$ cat src/hw/rtl/dotp_pkg.sv
// ----------------------------------------------------------------------------
// DHCP option TLV parser package
// Shared beat types, report codes and tag constants for the parser blocks.
// ----------------------------------------------------------------------------
package dotp_pkg;

  localparam int unsigned DOFF_W      = 11;
  localparam int unsigned QUEUE_DEPTH = 4;
  localparam int unsigned QPTR_W      = $clog2(QUEUE_DEPTH);
  localparam int unsigned QCNT_W      = $clog2(QUEUE_DEPTH + 1);

  localparam logic [31:0] MAGIC_COOKIE_RST = 32'h6382_5363;

  localparam logic [7:0] TAG_PAD      = 8'd0;
  localparam logic [7:0] TAG_END      = 8'd255;
  localparam logic [7:0] TAG_OVERLOAD = 8'd52;

  localparam logic [1:0] AREA_OPTIONS = 2'd0;
  localparam logic [1:0] AREA_FILE    = 2'd1;
  localparam logic [1:0] AREA_SNAME   = 2'd2;

  localparam logic [1:0] KIND_OPTION = 2'd0;
  localparam logic [1:0] KIND_END    = 2'd1;
  localparam logic [1:0] KIND_STATUS = 2'd2;

  localparam logic [1:0] ST_OK        = 2'd0;
  localparam logic [1:0] ST_BAD_MAGIC = 2'd1;
  localparam logic [1:0] ST_RAN_OFF   = 2'd2;
  localparam logic [1:0] ST_UNUSED    = 2'd3;

  typedef enum logic [6:0] {
    PH_MAGIC    = 7'b0000001,
    PH_TAG      = 7'b0000010,
    PH_LEN      = 7'b0000100,
    PH_DATA     = 7'b0001000,
    PH_DONE     = 7'b0010000,
    PH_BADMAGIC = 7'b0100000,
    PH_UNUSED   = 7'b1000000
  } phase_t;

  typedef struct packed {
    logic [1:0] area;
    logic [7:0] data_byte;
    logic       last_in_area;
  } in_item_t;

  typedef struct packed {
    logic [1:0]        report_kind;
    logic [7:0]        option_tag;
    logic [7:0]        option_length;
    logic [DOFF_W-1:0] data_offset;
    logic [1:0]        report_area;
    logic [1:0]        area_status;
    logic [1:0]        overload_mode;
    logic              last_report;
  } out_item_t;

  typedef struct packed {
    out_item_t first;
    out_item_t second;
    logic      two;
  } q_entry_t;

  typedef struct packed {
    logic empty;
    logic full;
  } q_status_t;

endpackage

$ cat src/hw/rtl/dhcp_option_tlv_parser_unit.sv
// ----------------------------------------------------------------------------
// DHCP option TLV parser
// Parses the options, file and sname areas byte by byte into option reports.
// ----------------------------------------------------------------------------
// A byte's reports are registered in the report queue on acceptance and offered
// from its head. Throughput: one byte per cycle while the queue is not full; a
// byte that closes an area and carries an end tag or option length gives two
// reports, absorbed by a four-entry report queue between parser and output.
// Reset: synchronous; clears the queue and parse state and reloads the cookie.
module dhcp_option_tlv_parser_unit
  import dotp_pkg::*;
#(
  parameter int unsigned MAX_AREA_BYTES = 2048
) (
  input  logic        clk,
  input  logic        rst_n,
  input  logic        cfg_valid,
  output logic        cfg_ready,
  input  logic [31:0] cfg_data,
  input  logic        in_valid,
  output logic        in_ready,
  input  in_item_t    in_data,
  output logic        out_valid,
  input  logic        out_ready,
  output out_item_t   out_data
);

  logic      push, pop, in_accept;
  q_entry_t  push_entry, head;
  q_status_t q_status;

  assign cfg_ready = 1'b1;
  assign in_ready  = !q_status.full;
  assign in_accept = in_valid && in_ready;

  dotp_front #(
    .MAX_AREA_BYTES(MAX_AREA_BYTES)
  ) u_front (
    .clk       (clk),
    .rst_n     (rst_n),
    .cfg_valid (cfg_valid),
    .cfg_data  (cfg_data),
    .in_accept (in_accept),
    .in_data   (in_data),
    .push      (push),
    .push_entry(push_entry)
  );

  dotp_queue u_queue (
    .clk       (clk),
    .rst_n     (rst_n),
    .push      (push),
    .push_entry(push_entry),
    .pop       (pop),
    .head      (head),
    .status    (q_status)
  );

  dotp_back u_back (
    .clk      (clk),
    .rst_n    (rst_n),
    .q_status (q_status),
    .head     (head),
    .pop      (pop),
    .out_ready(out_ready),
    .out_valid(out_valid),
    .out_data (out_data)
  );

endmodule

$ cat src/hw/rtl/dotp_front.sv
// ----------------------------------------------------------------------------
// DHCP option TLV parser front end
// Runs the per-area parse phase on each accepted byte and builds its reports.
// ----------------------------------------------------------------------------
module dotp_front
  import dotp_pkg::*;
#(
  parameter int unsigned MAX_AREA_BYTES = 2048
) (
  input  logic      clk,
  input  logic      rst_n,
  input  logic      cfg_valid,
  input  logic [31:0] cfg_data,
  input  logic      in_accept,
  input  in_item_t  in_data,
  output logic      push,
  output q_entry_t  push_entry
);

  localparam int unsigned OFF_W   = $clog2(MAX_AREA_BYTES);
  localparam logic [OFF_W-1:0] OFF_MAX = OFF_W'(MAX_AREA_BYTES - 1);

  logic [31:0]      cookie_r;
  phase_t           phase_r, phase_nxt, ph_e;
  logic             opening_r, opening_nxt;
  logic [1:0]       run_area_r, area_e;
  logic [1:0]       midx_r, midx_nxt, midx_e;
  logic [7:0]       held_r, held_nxt, held_e;
  logic [7:0]       skip_r, skip_nxt, skip_e;
  logic [OFF_W-1:0] aoff_r, aoff_nxt, aoff_e, off_rep;
  logic [1:0]       ovl_r, ovl_nxt, ovl_e;
  logic             seen_r, seen_nxt, seen_e;
  logic             cap_r, cap_nxt, cap_e;
  logic [7:0]       expect_byte;
  logic [7:0]       b;
  logic             has_a;
  logic [1:0]       st;
  logic [OFF_W+DOFF_W-1:0] off_wide;
  out_item_t        rep_a, rep_s;

  assign b = in_data.data_byte;
  assign off_wide = (OFF_W + DOFF_W)'(off_rep);

  always_comb begin
    area_e = in_data.area;
    ph_e   = PH_UNUSED;
    if (opening_r) begin
      aoff_e = '0;
      midx_e = '0;
      held_e = '0;
      skip_e = '0;
      cap_e  = 1'b0;
      ovl_e  = ovl_r;
      seen_e = seen_r;
      case (in_data.area)
        AREA_OPTIONS: begin
          ovl_e  = '0;
          seen_e = 1'b0;
          ph_e   = PH_MAGIC;
        end
        AREA_FILE:  ph_e = ovl_r[0] ? PH_TAG : PH_UNUSED;
        AREA_SNAME: ph_e = ovl_r[1] ? PH_TAG : PH_UNUSED;
        default:    ph_e = PH_UNUSED;
      endcase
    end else begin
      area_e = run_area_r;
      ph_e   = phase_r;
      aoff_e = aoff_r;
      midx_e = midx_r;
      held_e = held_r;
      skip_e = skip_r;
      cap_e  = cap_r;
      ovl_e  = ovl_r;
      seen_e = seen_r;
    end
  end

  always_comb begin
    case (midx_e)
      2'd0:    expect_byte = cookie_r[31:24];
      2'd1:    expect_byte = cookie_r[23:16];
      2'd2:    expect_byte = cookie_r[15:8];
      default: expect_byte = cookie_r[7:0];
    endcase
  end

  always_comb begin
    off_rep = (aoff_e == OFF_MAX) ? OFF_MAX : aoff_e + OFF_W'(1);
  end

  always_comb begin
    phase_nxt = ph_e;
    midx_nxt  = midx_e;
    held_nxt  = held_e;
    skip_nxt  = skip_e;
    ovl_nxt   = ovl_e;
    seen_nxt  = seen_e;
    cap_nxt   = cap_e;
    has_a     = 1'b0;
    rep_a     = '0;
    rep_a.report_area   = area_e;
    rep_a.overload_mode = ovl_e;
    case (ph_e)
      PH_MAGIC: begin
        if (b != expect_byte) begin
          phase_nxt = PH_BADMAGIC;
        end else if (midx_e == 2'd3) begin
          phase_nxt = PH_TAG;
        end else begin
          midx_nxt = midx_e + 2'd1;
        end
      end
      PH_TAG: begin
        if (b == TAG_END) begin
          has_a = 1'b1;
          rep_a.report_kind = KIND_END;
          rep_a.option_tag  = TAG_END;
          phase_nxt = PH_DONE;
        end else if (b != TAG_PAD) begin
          held_nxt  = b;
          phase_nxt = PH_LEN;
        end
      end
      PH_LEN: begin
        has_a = 1'b1;
        rep_a.report_kind   = KIND_OPTION;
        rep_a.option_tag    = held_e;
        rep_a.option_length = b;
        rep_a.data_offset   = off_wide[DOFF_W-1:0];
        if (area_e == AREA_OPTIONS && held_e == TAG_OVERLOAD && !seen_e) begin
          seen_nxt = 1'b1;
          if (b == 8'd1) begin
            cap_nxt = 1'b1;
          end
        end
        if (b == 8'd0) begin
          phase_nxt = PH_TAG;
        end else begin
          skip_nxt  = b;
          phase_nxt = PH_DATA;
        end
      end
      PH_DATA: begin
        if (cap_e) begin
          ovl_nxt = (b >= 8'd1 && b <= 8'd3) ? b[1:0] : 2'd0;
          cap_nxt = 1'b0;
        end
        skip_nxt = skip_e - 8'd1;
        if (skip_e == 8'd1) begin
          phase_nxt = PH_TAG;
        end
      end
      default: begin
      end
    endcase

    case (phase_nxt)
      PH_MAGIC, PH_BADMAGIC: st = ST_BAD_MAGIC;
      PH_LEN, PH_DATA:       st = ST_RAN_OFF;
      PH_UNUSED:             st = ST_UNUSED;
      default:               st = ST_OK;
    endcase
    if (in_data.last_in_area && area_e == AREA_OPTIONS && st != ST_OK) begin
      ovl_nxt = '0;
      cap_nxt = 1'b0;
    end

    rep_s = '0;
    rep_s.report_kind   = KIND_STATUS;
    rep_s.report_area   = area_e;
    rep_s.area_status   = st;
    rep_s.overload_mode = ovl_nxt;
    rep_s.last_report   = 1'b1;

    push_entry = '0;
    if (has_a && in_data.last_in_area) begin
      push_entry.first  = rep_a;
      push_entry.second = rep_s;
      push_entry.two    = 1'b1;
    end else if (has_a) begin
      push_entry.first = rep_a;
      push_entry.first.last_report = 1'b1;
    end else begin
      push_entry.first = rep_s;
    end

    aoff_nxt    = (aoff_e < OFF_MAX) ? aoff_e + OFF_W'(1) : aoff_e;
    opening_nxt = in_data.last_in_area;
  end

  assign push = in_accept && (has_a || in_data.last_in_area);

  always_ff @(posedge clk) begin
    if (!rst_n) begin
      cookie_r   <= MAGIC_COOKIE_RST;
      phase_r    <= PH_MAGIC;
      opening_r  <= 1'b1;
      run_area_r <= '0;
      midx_r     <= '0;
      held_r     <= '0;
      skip_r     <= '0;
      aoff_r     <= '0;
      ovl_r      <= '0;
      seen_r     <= 1'b0;
      cap_r      <= 1'b0;
    end else begin
      if (cfg_valid) begin
        cookie_r <= cfg_data;
      end
      if (in_accept) begin
        phase_r    <= phase_nxt;
        opening_r  <= opening_nxt;
        run_area_r <= area_e;
        midx_r     <= midx_nxt;
        held_r     <= held_nxt;
        skip_r     <= skip_nxt;
        aoff_r     <= aoff_nxt;
        ovl_r      <= ovl_nxt;
        seen_r     <= seen_nxt;
        cap_r      <= cap_nxt;
      end
    end
  end

endmodule

$ cat src/hw/rtl/dotp_queue.sv
// ----------------------------------------------------------------------------
// DHCP option TLV parser report queue
// Short first-in first-out buffer of report pairs between front and back.
// ----------------------------------------------------------------------------
module dotp_queue
  import dotp_pkg::*;
(
  input  logic      clk,
  input  logic      rst_n,
  input  logic      push,
  input  q_entry_t  push_entry,
  input  logic      pop,
  output q_entry_t  head,
  output q_status_t status
);

  q_entry_t          mem_r [QUEUE_DEPTH];
  logic [QPTR_W-1:0] wptr_r, rptr_r;
  logic [QCNT_W-1:0] cnt_r, cnt_nxt;
  logic              do_push, do_pop;

  assign status.empty = (cnt_r == '0);
  assign status.full  = (cnt_r == QCNT_W'(QUEUE_DEPTH));
  assign do_push = push && !status.full;
  assign do_pop  = pop && !status.empty;
  assign head    = mem_r[rptr_r];

  always_comb begin
    cnt_nxt = cnt_r;
    if (do_push && !do_pop) begin
      cnt_nxt = cnt_r + QCNT_W'(1);
    end else if (do_pop && !do_push) begin
      cnt_nxt = cnt_r - QCNT_W'(1);
    end
  end

  always_ff @(posedge clk) begin
    if (do_push) begin
      mem_r[wptr_r] <= push_entry;
    end
  end

  always_ff @(posedge clk) begin
    if (!rst_n) begin
      wptr_r <= '0;
      rptr_r <= '0;
      cnt_r  <= '0;
    end else begin
      cnt_r <= cnt_nxt;
      if (do_push) begin
        wptr_r <= wptr_r + QPTR_W'(1);
      end
      if (do_pop) begin
        rptr_r <= rptr_r + QPTR_W'(1);
      end
    end
  end

endmodule

$ cat src/hw/rtl/dotp_back.sv
// ----------------------------------------------------------------------------
// DHCP option TLV parser back end
// Plays out the one or two reports of each queued byte on the result channel.
// ----------------------------------------------------------------------------
module dotp_back
  import dotp_pkg::*;
(
  input  logic      clk,
  input  logic      rst_n,
  input  q_status_t q_status,
  input  q_entry_t  head,
  output logic      pop,
  input  logic      out_ready,
  output logic      out_valid,
  output out_item_t out_data
);

  logic sel_r, sel_nxt;
  logic out_fire;

  assign out_valid = !q_status.empty;
  assign out_data  = sel_r ? head.second : head.first;
  assign out_fire  = out_valid && out_ready;
  assign pop       = out_fire && (!head.two || sel_r);

  always_comb begin
    sel_nxt = sel_r;
    if (out_fire) begin
      sel_nxt = head.two && !sel_r;
    end
  end

  always_ff @(posedge clk) begin
    if (!rst_n) begin
      sel_r <= 1'b0;
    end else begin
      sel_r <= sel_nxt;
    end
  end

endmodule

$ cat config.mk
export PLATFORM = sky130hd
export DESIGN_NAME = dhcp_option_tlv_parser_unit
export DESIGN_NICKNAME = d
export VERILOG_FILES = /design/src/hw/rtl/dotp_pkg.sv /design/src/hw/rtl/dhcp_option_tlv_parser_unit.sv /design/src/hw/rtl/dotp_front.sv /design/src/hw/rtl/dotp_queue.sv /design/src/hw/rtl/dotp_back.sv
export SDC_FILE = /design/constraint.sdc
export NUM_CORES = 1
export LEC_CHECK = 0
export ABC_AREA = 1
export CAP_MARGIN = 25
export CORE_AREA = 4 4 217 166
export CTS_CLUSTER_SIZE = 14
export DETAILED_ROUTE_END_ITERATION = 16
export DIE_AREA = 0 0 221 170
export DONT_BUFFER_PORTS = 1
export HOLD_SLACK_MARGIN = 0.15
export SLEW_MARGIN = 40
export SYNTH_ARGS = -nofsm -noshare
export SYNTH_HDL_FRONTEND = slang
export SYNTH_SLANG_ARGS = --single-unit
$ cat constraint.sdc
create_clock -name clk -period 6.1 [get_ports clk]
set_input_delay 1.22 -clock clk [delete_from_list [all_inputs] [get_ports clk]]
set_output_delay 1.22 -clock clk [all_outputs]
set_load 0.02 [all_outputs]
Word-level counts from Yosys, hierarchy flattened
Memory sizes are Yosys's and may differ from the RTL's. A register that Yosys moved wholly into a read port is not among the register bits.
Index checks and enable logic that the tools add are counted.
Cells by class
  $mul: 0
  div/mod/pow operators: 0
  reduce and logical (&&, ||, !) cells: 34
  shift operators: 0
  bitwise logic cells: 0
  eq/ne operators: 21
  muxes and demuxes: 58
  add/sub/neg operators: 7
  order comparisons: 3
Operators by type and width (count)
  $mux 36: 3
  $mux 7: 8
  $mux 8: 6
  $mux 37: 1
  $mux 11: 3
  $pmux 7 s4: 1
  $mux 2: 13
  $pmux 8 s3: 1
  $pmux 7 s3: 1
  $mux 19: 1
  $pmux 9 s2: 1
  $eq 8x1->1 const B: 2
  $pmux 8 s2: 1
  $logic_and 1x1->1: 15
  $eq 7x1->1 const B: 2
  $eq 7x3->1 const B: 2
  $eq 7x4->1 const B: 2
  $add 11x1->11 const B: 1
  $eq 11x11->1 const B: 1
  $lt 11x11->1 const B: 1
  $mux 1: 11
  $mux 9: 1
  $eq 8x6->1 const B: 1
  $eq 8x8->1 const B: 1
  25 further kinds: 43
Word-level totals
  memory bits (read-only): 0
  word-level logic and storage cells: 139
  bits in writable memories: 292
  latch bits: 0
  register bits after elaboration: 83
  memories kept: 1
Memory list
  u_queue.mem_r: words 4, width 73, rd ports 1, clocked after memory_dff 1, wr ports 1, RTL line dotp_queue.sv:17  | q_entry_t mem_r [QUEUE_DEPTH];

Depth between registers and ports, before layout
Gate-level depths: netlist of run 1.
  depth after elaboration: 14
  mapped depth: 22
  gate-level depth less buffers: 21

By module
Synthesis of run 1 repeated with hierarchy kept, for this count alone.
Unflattened totals
  cells, all modules: 1713
  area total of the unflattened synthesis: 16978.8 µm²
Modules (own cells, without submodules)
  dotp_queue: cells each 776, seq. area each 8948.6 µm², area an instance 11323.4 µm², instances 1
  dotp_front: cells each 807, seq. area each 1501.4 µm², area an instance 5106.1 µm², instances 1
  dotp_back: cells each 125, seq. area each 20.0 µm², area an instance 524.3 µm², instances 1
  dhcp_option_tlv_parser_unit: cells each 5, seq. area each 0.0 µm², area an instance 25.0 µm², instances 1

Worst setup path before layout of run 1
Ideal clock, no wire load.
  path type: input port to flip-flop
  start point: in in_data[10] (netlist bit)
  end point: mem u_queue.mem_r[0][2] (netlist bit) (enable)
  data required time: 5.657 ns
  path buffers: 0
  library setup time: 0.443 ns
  slack: 1.274 ns
  stages: 13
  arrival time: 4.383 ns
  cell sequence: inv_1 -> nand2_1 -> nand3_1 -> nand3b_1 -> nor2_2 -> inv_1 -> nor2_4 -> inv_1 -> nand2_2 -> inv_2 -> o21ai_2 -> inv_2 -> nor2_1
On the way
  longest elaborated chain between the ends: 10
  elaborated cells on any way between the ends: 13
  classes of those cells: 4 x eq/ne; 5 x mux; 4 x reduce/logical
Ends and longest elaborated chain
  from (decl): RTL line dhcp_option_tlv_parser_unit.sv:22  | input in_item_t in_data,
  $eq 2x2->1 (tied with other cells): RTL line dotp_front.sv:55  | case (in_data.area)
  $pmux 7 s3 (*): RTL line dotp_front.sv:55
  $mux 7 (*): RTL line dotp_front.sv:47  | if (opening_r) begin
  $eq 7x3->1 or $eq 7x2->1 (tied branches): RTL line dotp_front.sv:103  | case (ph_e)
  $pmux 1 s2 (*): RTL line dotp_front.sv:103
  $logic_or 1x1->1 (*): RTL line dotp_front.sv:191  | assign push = in_accept && (has_a || in_data.last_in_area);
  $logic_and 1x1->1 (*): RTL line dotp_front.sv:191
  $logic_and 1x1->1 (*): RTL line dotp_queue.sv:24  | assign do_push = push && !status.full;
  net u_queue.do_push: RTL line dotp_queue.sv:20  | logic do_push, do_pop;
  $mux 1 (*): RTL line dotp_queue.sv:38  | if (do_push) begin
  $mux 1 (not written as such) (*): RTL line dotp_queue.sv:39  | mem_r[wptr_r] <= push_entry;
  to (decl): RTL line dotp_queue.sv:17
Mark *: on every way through the listed nets, which the timed path passes. The rest lies on a longest branch.

==> results.md, run 1 <==
* Status: finished clean
* Clock Sinks at 257
* Area of the core at 34100 um^2
* Startpoint Class: flip-flop
* Synth Flop Type: edfxtp_1
* WHS at 0.463 ns
* Share of layout cells above drive strength 1 at 7.55%
* Design area at 13000 um^2
* Met3 WL post-DR at 1.73 mm
* Minimum clock period at 4.12 ns
* CP arrival at 2.90 ns
* Largest net degree at the start of global routing at 87
* Synth cell types at 45
* Setup TNS at 0 ns
* Tot GR Track Use at 15.8%
* M1 WL at 14.5 mm
* Later-pin clock latency in the skew report at 0.53 ns
* Dpl hpwl at 20.5 mm
* Synth Area in Adders at 1.02%
* Synthesized area at 11700 um^2
* # setup viols final at 0
* Avg WL per Cell at 17.5 um
* Async set-reset flop share out of synthesis at 0%
* Clock Skew at 0.00800 ns
* Hold Path Class: reg -> reg
* Power per cell area at 373 nW/um^2
* Area Growth Syn to Fin at 10.9%
* Antenna Cells at 0
* Register area share after synthesis at 58.5%
* Most frequent cells in the layout: 276 x nor2_1, 172 x edfxtp_1, 165 x nand2_1
* PortBufs at 0
* Worst-case clock buffer depth at 3
* Placed inst area at 12200 um^2
* Max-cap viol count at 0
* Post-synthesis xor/xnor area fraction at 0.522%
* Mux contribution to synthesized area at 0%
* CTS tree: built
* RSZ-0062 raised after global routing: false
* DR iter-0 viols at 890
* Die Ht at 170 um
* Postcts setup bufs at 0
* Post-CTS Resized at 0
* Num rows at 59
* Final Slew Violations at 0
* Slew HR at 48.3%
* Hold_buf cts at 0
* Top Metal Used: met4
* Post-Synthesis Cells at 1301
* Fin nets at 1334
* Ports at 87
* Detailed Routing Iterations Pass 1 at 5
* Non-filler cells, final at 1755
* Initial Utilization at 34.4%
* First-pass GRT wire length at 48.7 mm
* Vias at 9025
* Placer congestion estimate at 0.917
* Commonest non-fill, non-tap cell in the layout: nor2_1
* Remaining DRCs at 0
* Number of enable flip-flop cells after synthesis at 172
* Leak at 4.85 nW
* Tcrit/Tclk final at 67.5%
* Post-Synth Simple-Gate Area at 20.1%
* Placed cell count at 1705
* Worst slew pin tran at 0.772 ns
* Max frequency at 243 MHz
* Initial antenna violation count at 0
* Residual overflow from global routing at 0
* Vias/cell at 5.14
* Required @ worst endpoint at 4.88 ns
* DIE WIDTH at 221 um
* Clock-pin slew on the worst setup and hold paths at 0.06 ns
* Clk root buf: clkbuf_16
* Vias in the first global route at 8620
* Total Wirelength at 30.7 mm
* YS warnings at 0
* Mean Syn Cell Area at 9.03 um^2
* Crit Path Max Fanout at 48
* Finished Core Util at 38.2%
* #FFs+latches synth at 257
* CTS H-tree depth at 1
* Final Hold Viols at 0
* DR WL met2 at 13.8 mm
* Total CTS buffers at 27
* Final ANT Viol Nets at 0
* WS Path Type: reg -> out
* Worst vdd ir at 0.269 mV
* CP endpoint kind: primary output
* Die area at 37600 um^2
* Main combinational cell family by area after synthesis: simple AND/OR/NAND/NOR gates
* Post-synthesis compound-gate area fraction at 13.8%
-- metal layers --
| metal | up-vias | track usage (%) |
|---|---|---|
| li1 | 4391 | - |
| met1 | 4322 | 22.8 |
| met2 | 265 | 25.4 |
| met3 | 47 | 2.52 |
| met4 | 0 | 3.17 |
| met5 | - | 0 |
-- Yosys cell counts, types with 2 or more instances --
library cell	n	area share, %
xnor2_1	3	0.22
nor2_2	5	0.27
nand3b_1	2	0.13
a221oi_1	18	1.3
a221o_1	2	0.17
clkbuf_1	54	1.7
o211ai_1	12	0.77
clkinv_1	2	0.064
dfxtp_1	85	14
nand4_1	10	0.53
o21ai_1	8	0.34
o22ai_1	8	0.43
conb_1	2	0.064
nand3_2	3	0.26
nand2_2	6	0.32
nor3_2	2	0.17
nor3_1	13	0.55
a21oi_1	75	3.2
buf_6	2	0.19
buf_4	3	0.19
nand2_1	165	5.3
o21ai_0	136	5.8
edfxtp_1	172	44
a211oi_1	14	0.89
nand3_1	63	2.7
a31oi_1	9	0.48
nor2_1	280	8.9
xor2_1	4	0.30
nor4_1	2	0.11
nand2_4	2	0.19
inv_2	6	0.19
and2_1	2	0.11
buf_1	8	0.26
inv_1	102	3.3
a21oi_2	2	0.15
o31ai_1	2	0.13
o21ai_2	2	0.15
ha_1	8	0.85
-- power breakdown --
part           leakage [nW]  internal (W)  total (W)  switching (W)
registers              2.36       0.00201    0.00208      0.0000706
clock network         0.411      0.000899    0.00158       0.000680
logic                  2.08      0.000291    0.00120       0.000911
-- sequential cells by signal, summed over array words and instances, names as in the netlist, named ones only --
register / flops
u_queue.mem_r: 172
u_front.cookie_r: 32
u_front.aoff_r: 11
u_front.held_r: 8
u_front.skip_r: 8
u_front.phase_r: 7
u_queue.cnt_r: 3
u_front.midx_r: 2
u_front.ovl_r: 2
u_front.run_area_r: 2
u_queue.rptr_r: 2
u_queue.wptr_r: 2
u_back.sel_r: 1
u_front.cap_r: 1
u_front.opening_r: 1
u_front.seen_r: 1
-- cells by family (layout without fill, tap and decap cells) --
family | Yosys count | in the layout
XOR/XNOR | 7 | 7
buffers and inverters | 179 | 173
adder cells (fa/ha/maj) | 9 | 9
AO/OA/AOI/OAI | 288 | 288
flip-flops | 257 | 257
other | 2 | 5
AND/OR/NAND/NOR | 559 | 559
-- path summary, 6_finish.rpt --
check | startpoint | end | slack [ns] | cells past startpoint
setup / recovery | flip-flop | out_data[2] | 1.98 | 6
hold reg to reg | u_front.cookie_r[9] | u_front.cookie_r[9] | 0.46 | 2
hold / removal | u_front.cookie_r[9] | u_front.cookie_r[9] | 0.46 | 2
setup reg to reg | u_front.opening_r | u_queue.mem_r[2][50] | 2.05 | 13
-- worst max-delay path, cell delays in order (launching register included) --
cell and delay (ns):
dfxtp_2 0.33, inv_2 0.54, buf_4 0.49, o21ai_0 0.13
o22ai_1 0.15, nor2_1 0.08, a31oi_1 0.60
-- cell type report --
cell class / count / area, um^2
Timing Repair Buffer: 12 / 93.8
Sequential cell: 257 / 6870
Tap cell: 457 / 572
Fill cell: 3377 / 21100
Inverter: 111 / 425
Clock buffer: 31 / 691
Clock inverter: 19 / 156
Multi-Input combinational cell: 868 / 4210
-- through the flow --
step | power (W) | worst slack (ns)
6_report | 0.00486 | 1.98
5_1_grt | 0.00513 | 1.69
4_1_cts | 0.00491 | 1.96
3_5_place_dp | 0.00333 | 1.58
3_3_place_gp | 0.00331 | 1.69
2_1_floorplan | 0.00303 | 1.27
No activity file was read; power rests on OpenSTA's default activity.
==> run 2, diff against run 1 <==
==> constraint.sdc (replaced) <==
create_clock -name clk -period 3.5 [get_ports clk]
set_input_delay 0.7 -clock clk [delete_from_list [all_inputs] [get_ports clk]]
set_output_delay 0.7 -clock clk [all_outputs]
set_load 0.02 [all_outputs]
==> run 2 against run 1 <==
Net effect: register-to-register slack worse by 1.7 ns; critical path depth up 1; total power is 84% higher; critical endpoint is now out_data[6]; sequential power increased by 75%; setup slack lost 1.7 ns; clock power up 85%.
==> results.md, run 2 (synthesis results as in run 1) <==
* Status: finished clean
* Placed cell count at 1748 (+2.5%)
* Vias/cell at 5.07 (-1.4%)
* Share of layout cells above drive strength 1 at 10.2% (+2.7 points)
* Commonest non-fill, non-tap cell in the layout: nor2_1
* Required @ worst endpoint at 2.80 ns (-2.08 ns)
* Hold_sp: rst_n
* Most frequent cells in the layout: 276 x nor2_1, 172 x edfxtp_1, 165 x nand2_1
* DR iter-0 viols at 711 (-20%)
* Vias at 9109 (+0.93%)
* First-pass GRT wire length at 47.9 mm (-1.8%)
* Hold_buf cts at 0 (unchanged)
* Max frequency at 312 MHz
* Worst path most repeated cell: nor2_1
* Final Slew Violations at 0 (unchanged)
* Power per cell area at 664 nW/um^2 (+78%)
* Fin nets at 1376 (+3.1%)
* Clock Skew at 0.0103 ns (+0.00229 ns)
* CP arrival at 2.51 ns (-0.39 ns)
* Fin worst setup slack at 0.294 ns (-1.69 ns)
* Avg WL per Cell at 17.0 um (-2.6%)
* Largest Register: u_queue.mem_r
* Final ANT Viol Nets at 0 (unchanged)
* Total Wirelength at 30.6 mm (-0.37%)
* FF-to-FF Start: u_front.opening_r
* Slowest-stage cell, CP: dfxtp_2
* Antenna Cells at 0 (unchanged)
* Dpl hpwl at 20.3 mm (-1.1%)
* Area Growth Syn to Fin at 14.8%
* DIE WIDTH at 221 um (unchanged)
* Largest regs: u_queue.mem_r: 172 flops, u_front.cookie_r: 32 flops, u_front.aoff_r: 11 flops
* Startpoint Class: flip-flop
* Max FFs per register at 172 (unchanged)
* Clock Sinks at 257 (unchanged)
* Max-cap viol count at 0 (unchanged)
* # setup viols final at 0 (unchanged)
* Placer congestion estimate at 0.932 (+1.6%)
* Worst vdd ir at 0.462 mV (+72%)
* CTS tree: built
* Setup Slack @ Placement at 0.295 ns (-1.29 ns)
* Slew HR at 54.6% (+6.3 points)
* Crit Path Max Fanout at 59 (+23%)
* Post-CTS Resized at 0 (unchanged)
* CP endpoint kind: primary output
* Postcts setup bufs at 0 (unchanged)
* Leak at 5.12 nW (+5.5%)
* Finished Core Util at 39.5% (+1.3 points)
* Num rows at 59 (unchanged)
* Largest net degree at the start of global routing at 67 (-23%)
* Initial Utilization at 34.4% (unchanged)
* Initial antenna violation count at 0 (unchanged)
* Worst-case clock buffer depth at 3 (unchanged)
* CTS H-tree depth at 1 (unchanged)
* Final Hold Viols at 0 (unchanged)
* Later-pin clock latency in the skew report at 0.54 ns (about the same)
* Residual overflow from global routing at 0 (unchanged)
* Total CTS buffers at 26 (-3.7%)
* Vias in the first global route at 8360 (-3.0%)
* Critical Path, Cell by Cell: inv_2 -> buf_12 -> nor2_1 -> o22ai_1 -> nor2_1 -> a31oi_1 -> buf_4
* Detailed Routing Iterations Pass 1 at 6 (+1)
* Worst slew pin tran at 0.678 ns (-0.0938 ns)
* CP peak stage delay at 0.46 ns (-0.14 ns)
* WHS at 0.277 ns (-0.185 ns)
* Clock-pin slew on the worst setup and hold paths at 0.07 ns (about the same)
* Non-filler cells, final at 1796 (+2.3%)
* Minimum clock period at 3.21 ns
* Tcrit/Tclk final at 91.6%
* PortBufs at 0 (unchanged)
* Remaining DRCs at 0 (unchanged)
* Tot GR Track Use at 15.7% (-0.098 points)
* Die area at 37600 um^2 (unchanged)
* Hold Path Class: in -> reg
* Clk root buf: clkbuf_16
* WS Path Type: reg -> out
* Die Ht at 170 um (unchanged)
* Ports at 87 (unchanged)
* RSZ-0062 raised after global routing: false
* Area of the core at 34100 um^2 (unchanged)
run 2: changes by cell type in the layout (fill, tap and decap cells not counted), sizes merged:
cell | before | now
clkinv | 14 | 4
buf | 12 | 55
clkbuf | 31 | 41
clkinvlp | 4 | 2
run 2: cell type report:
class                   count  area [um^2]
clock buffers              41          820
clock inverters             7         93.8
fillers                  3357        20600
inverters                 111          424
multi-input cells         868         4210
flip-flops and latches    257         6870
well taps                 457          572
repair buffers             55          488
run 2: power breakdown:
group	internal [W]	switching, W	total, W
Clock	0.00176	0.00116	0.00292
Sequential	0.00350	0.000137	0.00363
Combinational	0.000788	0.00162	0.00240
Total	0.00604	0.00292	0.00895
run 2: routing by layer:
layer	track usage (%)	wire, um	vias up
li1	-	-	4488
met3	2.78	1870	40
met1	22.5	14300	4302
met4	3.58	695	0
met5	0	0	-
met2	25.0	13800	279
run 2: worst paths after layout:
kind                                              to  slack [ns]  cells after the start
worst max-delay path                     out_data[6]        0.29                      7
worst min-delay path             u_front.cookie_r[9]        0.28                      1
worst max register to register      u_queue.cnt_r[2]        0.31                     17
worst min register to register  u_front.cookie_r[17]        0.46                      2
run 2: worst max-delay path: cells and delay by family (launching register included):
| family | cells | cell delay [ns] |
|---|---|---|
| buffers and inverters | 3 | 0.92 |
| flip-flops | 1 | 0.46 |
| AO/OA/AOI/OAI | 2 | 0.45 |
| AND/OR/NAND/NOR | 2 | 0.13 |
run 2: stage by stage:
step           total power, W  TNS (ns)  area, um^2
5_1_grt               0.00944         0       13500
6_report              0.00895         0       13500
2_1_floorplan         0.00527    -16.97       11800
4_1_cts               0.00905         0       13500
3_5_place_dp          0.00613         0       12600
3_3_place_gp          0.00611         0       12600
